==> src/bpdc_pkg.sv <==
`timescale 1ns / 1ps
// ----------------------------------------------------------------------------
// bpdc_pkg
// Shared types and constants for the de Casteljau Bezier point evaluator.
// ----------------------------------------------------------------------------
package bpdc_pkg;

  localparam int MAX_POINTS = 16;
  localparam int COORD_W    = 32;
  localparam int T_W        = 17;
  localparam int IDX_W      = $clog2(MAX_POINTS);
  localparam int CNT_W      = $clog2(MAX_POINTS + 1);

  localparam logic [T_W-1:0] T_ONE = T_W'(65536);

  localparam logic [1:0] CMD_CLEAR  = 2'd0;
  localparam logic [1:0] CMD_APPEND = 2'd1;
  localparam logic [1:0] CMD_EVAL   = 2'd2;
  localparam logic [1:0] CMD_IGNORE = 2'd3;

  localparam logic [1:0] ST_OK     = 2'd0;
  localparam logic [1:0] ST_EMPTY  = 2'd1;
  localparam logic [1:0] ST_FULL   = 2'd2;

  typedef logic signed [COORD_W-1:0] coord_t;
  typedef logic [IDX_W-1:0]          idx_t;

  typedef struct packed {
    logic [1:0]         command;
    logic signed [31:0] point_x;
    logic signed [31:0] point_y;
    logic [T_W-1:0]     t_param;
  } bpdc_in_t;

  typedef struct packed {
    logic signed [31:0] curve_x;
    logic signed [31:0] curve_y;
    logic [1:0]         status;
  } bpdc_out_t;

  typedef struct packed {
    logic ctrl_we;
    idx_t ctrl_waddr;
    idx_t ctrl_raddr;
    logic work_we;
    idx_t work_waddr;
    idx_t work_raddr;
  } bpdc_mem_ctl_t;

  typedef enum logic [2:0] {
    S_IDLE,
    S_COPY,
    S_DRAIN,
    S_LVL_RD,
    S_FIN_RD,
    S_FIN_CAP,
    S_EMIT
  } bpdc_state_t;

endpackage

==> src/bpdc_lerp.sv <==
`timescale 1ns / 1ps
// ----------------------------------------------------------------------------
// bpdc_lerp
// Two-stage fixed-point lerp: a + floor((b - a) * t / 65536).
// ----------------------------------------------------------------------------
module bpdc_lerp
  import bpdc_pkg::*;
(
  input  logic           clk,
  input  coord_t         a,
  input  coord_t         b,
  input  logic [T_W-1:0] t,
  output coord_t         res
);

  localparam int PROD_W = COORD_W + T_W + 2;

  logic signed [COORD_W:0]   d_nxt;
  logic signed [COORD_W:0]   d1_r;
  coord_t                    a1_r;
  coord_t                    a2_r;
  logic signed [PROD_W-1:0]  prod;
  logic [COORD_W-1:0]        p2_r;

  assign d_nxt = $signed({b[COORD_W-1], b}) - $signed({a[COORD_W-1], a});
  assign prod  = d1_r * $signed({1'b0, t});

  always_ff @(posedge clk) begin
    a1_r <= a;
    d1_r <= d_nxt;
    a2_r <= a1_r;
    p2_r <= prod[COORD_W+15:16];
  end

  assign res = a2_r + $signed(p2_r);

endmodule

==> config.mk <==
export PLATFORM = sky130hd
export DESIGN_NAME = bpdc_lerp
export DESIGN_NICKNAME = d
export VERILOG_FILES = /design/src/bpdc_pkg.sv /design/src/bpdc_lerp.sv
export SDC_FILE = /design/constraint.sdc
export NUM_CORES = 2
export LEC_CHECK = 0
export ABC_AREA = 1
export BUFFER_PORTS_ARGS = -buffer_cell sky130_fd_sc_hd__buf_2
export CORE_MARGIN = 1.5
export CORE_UTILIZATION = 35
export CTS_CLUSTER_DIAMETER = 150
export DETAILED_ROUTE_END_ITERATION = 6
export HOLD_SLACK_MARGIN = 0.12
export MAX_ROUTING_LAYER = met4
export PLACE_DENSITY = 0.57
export REMOVE_ABC_BUFFERS = 1
export SYNTH_ARGS = -nofsm -noshare
export SYNTH_HDL_FRONTEND = slang
export SYNTH_SLANG_ARGS = --single-unit
==> constraint.sdc <==
create_clock -name clk -period 7.1 [get_ports clk]
set_clock_uncertainty 0.1 [all_clocks]
set_input_delay 1.42 -clock clk [delete_from_list [all_inputs] [get_ports clk]]
set_output_delay 1.42 -clock clk [all_outputs]
set_load 0.1 [all_outputs]
==> flow_summary_export.csv <==
group,metric,value,unit
run_status,run_status,"finished, final reports clean",
timing,timing.final.max_slew_violations,0,
clock_network,cts.clk_slew.worst_paths,0.06,ns
global_route,grt_max_degree,35,
timing,setup_slack,0.223,ns
global_route,antenna_found_initial,0,
clock_network,tritoncts_clock_tree,"done",
floorplan,num_io_pins,114,
synthesis,synth_seq_cells,129,
critical_path,critical_path_class,"in -> reg",
drt,post_drt_wl_per_cell,16.2,µm
critical_path,worst_setup_sp_type,"input port",
clock_network,clock_sinks,129,
drt,detail_route.first_pass.iterations,7,
worst_hold_path,hold_start,"a1_r[10]",
placed_design,placement.io_buffers,113,
timing,finalHoldViolCount,0,
floorplan,core_area,77200,µm²
clock_network,clock_latency_on_the_worst_skew_pair,0.43,ns
synthesis,synthesis.yosys.warnings,0,
timing,rsz0062_at_grt,"no",
critical_path,regToRegEndpoint,"p2_r[20]",
layout,antenna_cells_inserted,0,
clock_network,clock_root_cell,"sky130_fd_sc_hd__clkbuf_16",
layout,drive_above_1_share,0.0838,
clock_network,cts_resized,0,
floorplan,std_cell_rows,102,
timing,finalSetupViolCount,0,
timing,layout_min_cycle_time,6.88,ns
drt,drtAntennaViolNets,0,
synthesis,synth_flop_cell,"sky130_fd_sc_hd__dfxtp_1",
critical_path,worstSetupEndpointType,"flip-flop",
clock_network,cts-buffers-inserted,17,
placed_design,place.detailed.hpwl,70300,µm
global_route,vias_in_the_first_global_route,23600,
global_route,grt_overflow,0,
synthesis,synth-edff-count,0,
worst_hold_path,hold_path_end,"a2_r[10]",
clock_network,cts.hold.buffers_added,0,
global_route,grt_pass1_wl,130000,µm
layout,layout.nets,4682,
critical_path,cp_max_fo,16,
synthesis,synth.cell_area,27200,µm²
synthesis,avgSynthCellArea,7.24,µm²
worst_hold_path,hp-class,"reg -> reg",
layout,finish.cell_count_without_fillers,4964,
run,timing.max_cap.violations,0,
critical_path,worst_r2r_startpoint,"d1_r[15]",
synthesis,yosysTopAreaCell,"sky130_fd_sc_hd__fa_1",
timing,setup_tns,0,ns
synthesis,area_share_of_the_largest_cell_type_after_synthesis,0.380,
floorplan,chipHeight,282,µm
drt,finalWirelength,80300,µm
drt,avgViaCountPerCell,4.50,
synthesis,async_reset_ff_frac,0,
global_route,grt.total_usage,0.218,
timing,achievable-frequency,145,MHz
floorplan,fp.dieArea,79400,µm²
drt,count_of_vias_placed_by_the_detailed_router,22300,
timing,relSlewSlack,0.350,
placed_design,place_inst,4932,
clock_network,cts_post_setup_buffers_inserted,0,
timing,tightest_slew,0.974,ns
synthesis,synth.yosys.seq_area_share,0.0949,
floorplan,start_util,0.352,
synthesis,syn_inst,3757,
clock_network,h_tree_depth,4,
critical_path,r2r_setup_slack,0.88,ns
timing,layout_worst_path_cycle_share,0.969,
placed_design,place_worst_setup_slack,-0.215,ns
layout,layout.core_utilization,0.395,
clock_network,cts.path.max_buffers,2,
synthesis,synth_area_leaders,"sky130_fd_sc_hd__fa_1 38%, sky130_fd_sc_hd__inv_1 16%, sky130_fd_sc_hd__nand2_1 15%",
layout,area_growth_syn_to_layout,12.0,%
critical_path,cp.required,7.31,ns
placed_design,gp_routability_congestion,0.973,
synthesis,synthDistinctLibCells,39,
critical_path,cp_data_arrival_time,7.09,ns
floorplan,die_width,282,µm
drt,drt_iter0_markers,1267,
critical_path,reg2regPathDepth,21,
worst_hold_path,whs_path_depth,0,
drt,post-route-drc-count,0,
[per-layer routing]
layer | up-vias | part of all wire | track usage
met5 | - | 0 | -
met4 | 0 | 0.018 | 0.0426
met3 | 86 | 0.032 | 0.0126
met2 | 409 | 0.50 | 0.381
met1 | 10900 | 0.45 | 0.279
li1 | 11000 | - | -
[state kept, by name, indices dropped and copies added (netlist names)]
| register | flops |
|---|---|
| p2_r | 32 |
| a1_r | 32 |
| a2_r | 32 |
| d1_r | 33 |
[worst max-delay path, cell delays in order]
cell and delay [ns]:
sky130_fd_sc_hd__buf_2 0.38, sky130_fd_sc_hd__buf_4 0.24, sky130_fd_sc_hd__nand2_1 0.11, sky130_fd_sc_hd__fa_1 0.52, sky130_fd_sc_hd__fa_1 0.54, sky130_fd_sc_hd__inv_1 0.06, sky130_fd_sc_hd__fa_1 0.49, sky130_fd_sc_hd__fa_1 0.51
sky130_fd_sc_hd__fa_1 0.49, sky130_fd_sc_hd__inv_1 0.05, sky130_fd_sc_hd__fa_1 0.51, sky130_fd_sc_hd__inv_1 0.05, sky130_fd_sc_hd__ha_1 0.43, sky130_fd_sc_hd__nand2_1 0.17, sky130_fd_sc_hd__nor2_2 0.25, sky130_fd_sc_hd__nand2_1 0.13
sky130_fd_sc_hd__buf_4 0.15, sky130_fd_sc_hd__nor2_1 0.21, sky130_fd_sc_hd__nand3_1 0.17, sky130_fd_sc_hd__nand4_1 0.13, sky130_fd_sc_hd__nand2_1 0.07
[how the worst max path moves through the flow]
stage	slack, ns	to	start
after floorplan	0.85	p2_r[31]	t[5]
after detailed placement	-0.21	p2_r[23]	t[4]
after CTS	0.22	p2_r[23]	t[4]
after global routing	0.002	p2_r[23]	t[4]
final	0.22	p2_r[23]	t[4]
after global placement	-0.22	p2_r[23]	t[4]
[cell families (layout without fill, tap and decap cells)]
logic type | count (synthesis) | in the layout | synth area share
buffers and inverters | 1279 | 1446 | 0.176
xor gates and xnor gates | 64 | 64 | 0.0206
AOI/OAI and AO/OA | 226 | 226 | 0.0474
DFF | 129 | 129 | 0.0949
adders and majority gates | 689 | 689 | 0.459
and+or+nand+nor | 1370 | 1370 | 0.201
[through the flow]
| step | instance area, µm² | hold WS (ns) |
|---|---|---|
| 4_1_cts | 30500 | 0.225 |
| 3_5_place_dp | 29800 | 0.212 |
| 5_1_grt | 30500 | 0.232 |
| 3_3_place_gp | 29800 | 0.210 |
| 6_report | 30500 | 0.225 |
| 2_1_floorplan | 26700 | 0.210 |
[cells in the final DEF, fill, tap and decap left out, types with 4 or more instances in the layout]
cell and n:
sky130_fd_sc_hd__nor2_4 4, sky130_fd_sc_hd__o21bai_1 19, sky130_fd_sc_hd__nand4_1 19, sky130_fd_sc_hd__nand3_1 93, sky130_fd_sc_hd__xor2_1 52, sky130_fd_sc_hd__nor2_1 149
sky130_fd_sc_hd__nand2_2 5, sky130_fd_sc_hd__buf_2 112, sky130_fd_sc_hd__xnor2_1 12, sky130_fd_sc_hd__inv_1 1144, sky130_fd_sc_hd__clkinv_4 4, sky130_fd_sc_hd__o21ai_2 5
sky130_fd_sc_hd__nand3b_1 7, sky130_fd_sc_hd__a21o_1 14, sky130_fd_sc_hd__nand2_1 1058, sky130_fd_sc_hd__o21ai_0 51, sky130_fd_sc_hd__dfxtp_1 129, sky130_fd_sc_hd__a21oi_1 113
sky130_fd_sc_hd__nor3_1 13, sky130_fd_sc_hd__nor2_2 6, sky130_fd_sc_hd__buf_4 142, sky130_fd_sc_hd__a21boi_0 9, sky130_fd_sc_hd__fa_1 516, sky130_fd_sc_hd__clkbuf_16 17
sky130_fd_sc_hd__ha_1 173, sky130_fd_sc_hd__inv_2 5, sky130_fd_sc_hd__buf_12 10
[final cells by class]
class / instances / area [µm²]
sequential: 129 / 2580
fill: 8056 / 46700
timing repair buffer: 265 / 1830
tap: 1040 / 1300
clock inverter: 13 / 178
multi-input combinational: 2349 / 19800
clock buffer: 19 / 443
inverter: 1149 / 4310
[cells in the mapped netlist (4+ instances only)]
cell type and instances:
sky130_fd_sc_hd__ha_1 173, sky130_fd_sc_hd__nand2_2 5, sky130_fd_sc_hd__xor2_1 52, sky130_fd_sc_hd__nor2_2 6, sky130_fd_sc_hd__o21ai_0 51, sky130_fd_sc_hd__o21ai_2 5
sky130_fd_sc_hd__nand3b_1 7, sky130_fd_sc_hd__nor2_4 4, sky130_fd_sc_hd__clkbuf_1 130, sky130_fd_sc_hd__nor3_1 13, sky130_fd_sc_hd__nand3_1 93, sky130_fd_sc_hd__o21bai_1 19
sky130_fd_sc_hd__a21boi_0 9, sky130_fd_sc_hd__nand4_1 19, sky130_fd_sc_hd__nor2_1 149, sky130_fd_sc_hd__nand2_1 1058, sky130_fd_sc_hd__xnor2_1 12, sky130_fd_sc_hd__a21o_1 14
sky130_fd_sc_hd__inv_1 1144, sky130_fd_sc_hd__fa_1 516, sky130_fd_sc_hd__inv_2 5, sky130_fd_sc_hd__dfxtp_1 129, sky130_fd_sc_hd__a21oi_1 113
Power is not shown: default switching activity piles up to over one toggle a cycle in this logic, so the estimate is an artifact.
