`src/bpdc_pkg.sv`:
```
`timescale 1ns / 1ps
// ----------------------------------------------------------------------------
// bpdc_pkg
// Shared types and constants for the de Casteljau Bezier point evaluator.
// ----------------------------------------------------------------------------
package bpdc_pkg;

  localparam int MAX_POINTS = 16;
  localparam int COORD_W    = 32;
  localparam int T_W        = 17;
  localparam int IDX_W      = $clog2(MAX_POINTS);
  localparam int CNT_W      = $clog2(MAX_POINTS + 1);

  localparam logic [T_W-1:0] T_ONE = T_W'(65536);

  localparam logic [1:0] CMD_CLEAR  = 2'd0;
  localparam logic [1:0] CMD_APPEND = 2'd1;
  localparam logic [1:0] CMD_EVAL   = 2'd2;
  localparam logic [1:0] CMD_IGNORE = 2'd3;

  localparam logic [1:0] ST_OK     = 2'd0;
  localparam logic [1:0] ST_EMPTY  = 2'd1;
  localparam logic [1:0] ST_FULL   = 2'd2;

  typedef logic signed [COORD_W-1:0] coord_t;
  typedef logic [IDX_W-1:0]          idx_t;

  typedef struct packed {
    logic [1:0]         command;
    logic signed [31:0] point_x;
    logic signed [31:0] point_y;
    logic [T_W-1:0]     t_param;
  } bpdc_in_t;

  typedef struct packed {
    logic signed [31:0] curve_x;
    logic signed [31:0] curve_y;
    logic [1:0]         status;
  } bpdc_out_t;

  typedef struct packed {
    logic ctrl_we;
    idx_t ctrl_waddr;
    idx_t ctrl_raddr;
    logic work_we;
    idx_t work_waddr;
    idx_t work_raddr;
  } bpdc_mem_ctl_t;

  typedef enum logic [2:0] {
    S_IDLE,
    S_COPY,
    S_DRAIN,
    S_LVL_RD,
    S_FIN_RD,
    S_FIN_CAP,
    S_EMIT
  } bpdc_state_t;

endpackage

```
`src/bpdc_store.sv`:
```
`timescale 1ns / 1ps
// ----------------------------------------------------------------------------
// bpdc_store
// Control point and work list memories, one write and one registered read
// port each.
// ----------------------------------------------------------------------------
module bpdc_store
  import bpdc_pkg::*;
(
  input  logic          clk,
  input  bpdc_mem_ctl_t ctl,
  input  coord_t        ctrl_wx,
  input  coord_t        ctrl_wy,
  input  coord_t        work_wx,
  input  coord_t        work_wy,
  output coord_t        ctrl_rx,
  output coord_t        ctrl_ry,
  output coord_t        work_rx,
  output coord_t        work_ry
);

  coord_t ctrl_x_mem [MAX_POINTS];
  coord_t ctrl_y_mem [MAX_POINTS];
  coord_t work_x_mem [MAX_POINTS];
  coord_t work_y_mem [MAX_POINTS];

  always_ff @(posedge clk) begin
    if (ctl.ctrl_we) begin
      ctrl_x_mem[ctl.ctrl_waddr] <= ctrl_wx;
      ctrl_y_mem[ctl.ctrl_waddr] <= ctrl_wy;
    end
    ctrl_rx <= ctrl_x_mem[ctl.ctrl_raddr];
    ctrl_ry <= ctrl_y_mem[ctl.ctrl_raddr];
  end

  always_ff @(posedge clk) begin
    if (ctl.work_we) begin
      work_x_mem[ctl.work_waddr] <= work_wx;
      work_y_mem[ctl.work_waddr] <= work_wy;
    end
    work_rx <= work_x_mem[ctl.work_raddr];
    work_ry <= work_y_mem[ctl.work_raddr];
  end

endmodule

```
`config.mk`:
```
export PLATFORM = sky130hd
export DESIGN_NAME = bpdc_store
export DESIGN_NICKNAME = d
export VERILOG_FILES = /design/src/bpdc_pkg.sv /design/src/bpdc_store.sv
export SDC_FILE = /design/constraint.sdc
export NUM_CORES = 1
export LEC_CHECK = 0
export CAP_MARGIN = 20
export CORE_UTILIZATION = 45
export CTS_CLUSTER_SIZE = 8
export DETAILED_ROUTE_END_ITERATION = 7
export DONT_BUFFER_PORTS = 1
export PLACE_DENSITY = 0.67
export SLEW_MARGIN = 10
export SYNTH_ARGS = -nofsm -noshare
export SYNTH_HDL_FRONTEND = slang
export SYNTH_SLANG_ARGS = --single-unit
```
`constraint.sdc`:
```
create_clock -name clk -period 7.1 [get_ports clk]
set_input_delay 0.71 -clock clk [delete_from_list [all_inputs] [get_ports clk]]
set_output_delay 0.71 -clock clk [all_outputs]
set_load 0.1 [all_outputs]
```
==> run_results.csv, run 1 <==
group,metric,value,unit
die,core_area,174000,um2
setup_path,startpoint_type,"flop",
finish,multiInputGateArea,14500,um2
sta,finalSetupTns,0,ns
route,wl,170000,um
synthesis,synth_adder_area_share,0,
cts,cts-buffers-inserted,322,
finish,nNetsFinal,3783,
die,start_util,0.454,
cts,insertion_delay,0.93,ns
grt,gr-total-overflow,0,
cts,path_clk_slew,0.05,ns
sta,finalHoldViolCount,0,
power_and_ir_drop,power_density,321,nW/um2
power_and_ir_drop,ir_drop,261,uV
power_and_ir_drop,p_leak,29.1,nW
placed_design,hpwl,86900,um
die,die_area,178000,um2
synthesis,synth_area_per_cell,24.0,um2
synthesis,synth_top_family_by_area,"multiplexers",
synthesis,synth_compound_area_frac,0.0243,
sta,rsz0062_at_grt,"no",
setup_path,worst_setup_path_end_kind,"output port",
route,ant_nets,0,
die,die_w,421,um
power_and_ir_drop,power_switching,6.37,mW
finish,post-route-util,0.529,
die,io_pins,275,
setup_path,cp.required,6.39,ns
grt,antenna_found_initial,19,
finish,final_cells,6160,
cts,numClockSinks,2176,
sta,worst_pin_slew,1.27,ns
grt,grt_pass1_wl,251000,um
grt,grt_max_degree,257,
finish,syn2layout_area_growth,16.5,%
die,rows,153,
synthesis,ys_warn_count,0,
worst_hold_path,hold_class,"in2reg",
synthesis,synth_cell_types,18,
sta,clock_skew,0.0758,ns
sta,setup_viol,0,
cts,cts_tree,"yes",
setup_path,cp_max_fo,1,
power_and_ir_drop,power_frac_comb,0.035,
placed_design,place_inst,5503,
job,maxCapViolations,0,
synthesis,syn_area,79100,um2
cts,cts_root_buffer,"clkbuf_16",
sta,period_needed,2.70,ns
status,status,"complete, no violations",
finish,mostFrequentLayoutCell,"edfxtp_1",
finish,seq_area,64100,um2
finish,n_fill_cell,12900,
synthesis,synthMuxAreaShare,0.146,
sta,slew_viol_final,0,
placed_design,routabilityCongestion,0.778,
route,viasPerCell,5.79,
synthesis,yosysSeqAreaShare,0.809,
placed_design,place.port_buffers,0,
cts,htreeDepth,5,
power_and_ir_drop,power_frac_clock,0.454,
route,num_vias,35700,
sta,slew_headroom,0.156,
synthesis,synthCells,3294,
setup_path,crit_arrival,1.99,ns
grt,grt_pass1_vias,37100,
power_and_ir_drop,switching_share,0.215,
setup_path,crit_type,"reg2out",
synthesis,synth_nets,3441,
route,drc,0,
grt,grtUsageTotal,0.191,
power_and_ir_drop,pwr-share-seq,0.511,
finish,final_cell_mix,"2048 x edfxtp_1, 512 x mux4_2, 326 x clkbuf_16, 256 x a22oi_1, 177 x clkbuf_1",
synthesis,synth-seq-cells,2176,
route,wire_per_inst,27.6,um
die,die_y,421,um
sta,period_share,0.380,
synthesis,synth-simple-area-share,0.00942,
synthesis,synthXorXnorAreaFrac,0,
route,drtIter0Drc,3528,
route,first_pass_iters,5,
power_and_ir_drop,power.internal,23.2,mW
cts,clockBufferDepth,4,
cts,post_cts_resized,0,
finish,drive_above_1_share,0.247,
sta,fmax,370,MHz
[cell type report]
type / instances / area share
clock inverter: 8 / 0.000760
sequential: 2176 / 0.695
clock buffer: 504 / 0.0959
timing repair buffer: 186 / 0.0196
tap: 2325 / 0.0316
antenna: 11 / 0.000299
multi-input combinational: 950 / 0.157
[metrics by stage]
step / power (mW) / hold WS, ns / instance area (um2) / setup slack [ns]
after floorplan: 16.0 / 0.635 / 79100 / 0.961
after global placement: 16.1 / 0.648 / 81800 / 3.83
after detailed placement: 16.2 / 0.654 / 81900 / 3.80
after CTS: 29.8 / 0.0667 / 92100 / 4.29
after global routing: 30.4 / 0.101 / 92200 / 4.34
final: 29.6 / 0.146 / 92200 / 4.40
[metal layers]
metal,global-route usage,share of wire
met4,0.0576,0.024
met1,0.257,0.40
met2,0.313,0.50
met3,0.0434,0.068
met5,0,0.00065
[worst paths after layout]
check | from | endpoint | slack (ns) | cells after the start
max | ctrl_ry[24] | ctrl_ry[24] | 4.40 | 0
min | ctl[1] | work_ry[31] | 0.15 | 3
max reg2reg | ctrl_y_mem[7][6] | ctrl_ry[6] | 5.61 | 3
min reg2reg | ctrl_y_mem[6][28] | ctrl_ry[28] | 0.61 | 3
[cell families (layout without fill, tap and decap cells)]
| logic type | count (synthesis) | in the layout |
|---|---|---|
| mux | 512 | 512 |
| simple gates | 182 | 182 |
| buf+inv | 168 | 698 |
| compound gates | 256 | 256 |
| other cells | 0 | 11 |
| flops | 2176 | 2176 |
[registers in the layout (all words and copies together), names as in the netlist]
register / flops
work_x_mem: 512
work_rx: 32
ctrl_rx: 32
ctrl_y_mem: 512
work_y_mem: 512
ctrl_x_mem: 512
ctrl_ry: 32
work_ry: 32
[cell usage after synthesis, drive strengths merged]
cell type | instances | area [um2]
mux4 | 512 | 11500
a22oi | 256 | 1920
and2 | 2 | 12.5
nand3b | 4 | 30.0
nand3 | 2 | 10.0
nor2b | 4 | 25.0
buf | 101 | 633
nor2 | 26 | 97.6
nand2b | 4 | 25.0
nand2 | 130 | 488
or3b | 2 | 17.5
clkbuf | 67 | 251
dfxtp | 128 | 2560
nor3 | 8 | 40.0
edfxtp | 2048 | 61500
[tightest hold or removal path, stage by stage]
cell     delay, ns
mux4_2        0.17
a22oi_1       0.06
nand2_1       0.06
[power groups by stage]
| stage | Clock (mW) | Combinational (mW) | Sequential (mW) |
|---|---|---|---|
| floorplan | 0 | 0.682 | 15.3 |
| global placement | 0 | 0.775 | 15.4 |
| detailed placement | 0 | 0.798 | 15.4 |
| CTS | 13.7 | 1.03 | 15.1 |
| global route | 14.2 | 1.09 | 15.1 |
| finish | 13.5 | 1.03 | 15.1 |
[repair_timing]
action | CTS | global route
hold buffers | 130 | 0
endpoints found under the hold margin | 2049 | 0
buffers inserted | 0 | 0
Note: power is estimated with default switching activity, not from simulation.
==> run 2, diff against run 1 <==
Settings changed: PLACE_DENSITY 0.67 to 0.69.
Clock period 7.1 ns to 2.2 ns, I/O delays scaled along.
==> run_results.csv, run 2 (synthesis gave the netlist of run 1 again) <==
group,metric,value,unit
grt,antenna_found_initial,27,
setup_path,cp.required,3.05,ns
sta,setup_viol,0,
setup_path,crit_buf_inv,3,
sta,rsz0062_at_grt,"no",
setup_path,cpPeakStageDelay,1.13,ns
route,drtIter0Drc,3949,
power_and_ir_drop,switching_share,0.217,
status,status,"complete, no violations",
die,die_area,178000,um2
route,first_pass_iters,5,
grt,grtUsageTotal,0.210,
route,ant_nets,0,
placed_design,place_inst,5691,
die,start_util,0.454,
finish,final_cell_mix,"2048 x edfxtp_1, 571 x dlygate4sd3_1, 512 x mux4_2, 329 x clkbuf_16, 256 x a22oi_1",
placed_design,hpwl,89600,um
route,drc,0,
sta,finalHoldViolCount,0,
cts,path_clk_slew,0.05,ns
power_and_ir_drop,power_switching,21.3,mW
cts,cts-buffers-inserted,323,
job,maxCapViolations,0,
route,wire_per_inst,27.2,um
cts,insertion_delay,0.91,ns
setup_path,worst_setup_path_end_kind,"flop",
die,io_pins,275,
sta,slew_viol_final,0,
die,die_w,421,um
grt,gr-total-overflow,0,
finish,mostFrequentLayoutCell,"edfxtp_1",
finish,finalInstanceArea,99100,um2
die,rows,153,
setup_path,cp_cell_sequence,"dlygate4sd3_1 -> nor2_4 -> dlygate4sd3_1 -> a22oi_1 -> dlygate4sd3_1 -> nand2_1",
cts,cts_root_buffer,"clkbuf_16",
power_and_ir_drop,ir_drop,904,uV
route,wl,186000,um
placed_design,routabilityCongestion,0.739,
power_and_ir_drop,power.internal,76.7,mW
placed_design,post_dp_cell_area,84100,um2
setup_path,critPathTopFamily,"buffers and inverters",
die,core_area,174000,um2
route,num_vias,39100,
cts,numClockSinks,2176,
finish,drive_above_1_share,0.255,
power_and_ir_drop,p_leak,32.2,nW
finish,syn2layout_area_growth,25.3,%
finish,final_cells,6815,
sta,period_share,0.974,
sta,fmax,467,MHz
setup_path,crit_arrival,3.00,ns
sta,clock_skew,0.0437,ns
power_and_ir_drop,power_frac_comb,0.069,
setup_path,startpoint_type,"input port",
grt,grt_pass1_wl,274000,um
setup_path,cp_common_cell,"dlygate4sd3_1",
grt,grt_pass1_vias,41500,
sta,period_needed,2.14,ns
cts,htreeDepth,5,
grt,grt_max_degree,223,
sta,worst_pin_slew,0.879,ns
cts,cts_tree,"yes",
power_and_ir_drop,power,98.0,mW
worst_hold_path,hold_class,"in2reg",
power_and_ir_drop,power_density,989,nW/um2
power_and_ir_drop,pwr-share-seq,0.478,
setup_path,cp_max_fo,12,
setup_path,cpMaxStageDelayCell,"dlygate4sd3_1",
setup_path,crit_type,"in2reg",
placed_design,place.port_buffers,0,
route,viasPerCell,5.74,
finish,nNetsFinal,4414,
finish,post-route-util,0.569,
sta,slew_headroom,0.412,
cts,clockBufferDepth,4,
power_and_ir_drop,power_frac_clock,0.453,
die,die_y,421,um
## run 2: final timing paths
kind | startpoint | end | slack (ns) | cells after the start
setup / recovery | ctl[3] | work_ry[11] | 0.06 | 6
hold reg to reg | work_y_mem[0][7] | work_ry[7] | 0.72 | 3
hold / removal | ctl[4] | work_y_mem[10][25] | 0.06 | 2
setup reg to reg | work_y_mem[11][27] | work_ry[27] | 0.17 | 4
## run 2: metal layers
layer / vias to the layer above / global-route usage / part of all wire
met5: - / 0 / 0.00061
met4: 18 / 0.0780 / 0.033
met3: 352 / 0.0464 / 0.073
met2: 1769 / 0.356 / 0.52
met1: 20800 / 0.264 / 0.38
li1: 16100 / - / -
## run 2: what timing repair did
item,CTS,global route
endpoints found under the hold margin,3184,0
gates resized for setup,0,0
hold buffers,577,0
setup endpoints to repair,0,2
buffers inserted,0,0
## run 2: cell type report
cell class	instances	area [um2]
sequential	2176	64100
fill	12200	75100
antenna	7	17.5
timing repair buffer	816	8460
tap	2325	2910
multi-input combinational	950	14500
clock inverter	8	105
clock buffer	533	9030
## run 2: power groups by stage
stage / Sequential [mW] / Clock [mW] / Combinational (mW)
after floorplan: 49.5 / 0 / 2.23
after detailed placement: 47.6 / 0 / 5.05
final: 46.9 / 44.4 / 6.79
after global routing: 46.9 / 46.7 / 7.05
after CTS: 46.8 / 44.8 / 6.76
after global placement: 47.6 / 0 / 5.03
## run 2: per-stage QoR
stage	worst slack, ns	hold WS, ns	setup TNS [ns]
2_1_floorplan	-0.551	0.319	-542.82
3_3_place_gp	0.304	0.320	0
3_5_place_dp	0.278	0.319	0
4_1_cts	0.0840	0.00724	0
5_1_grt	0.0407	0.0452	0
6_report	0.0573	0.0566	0
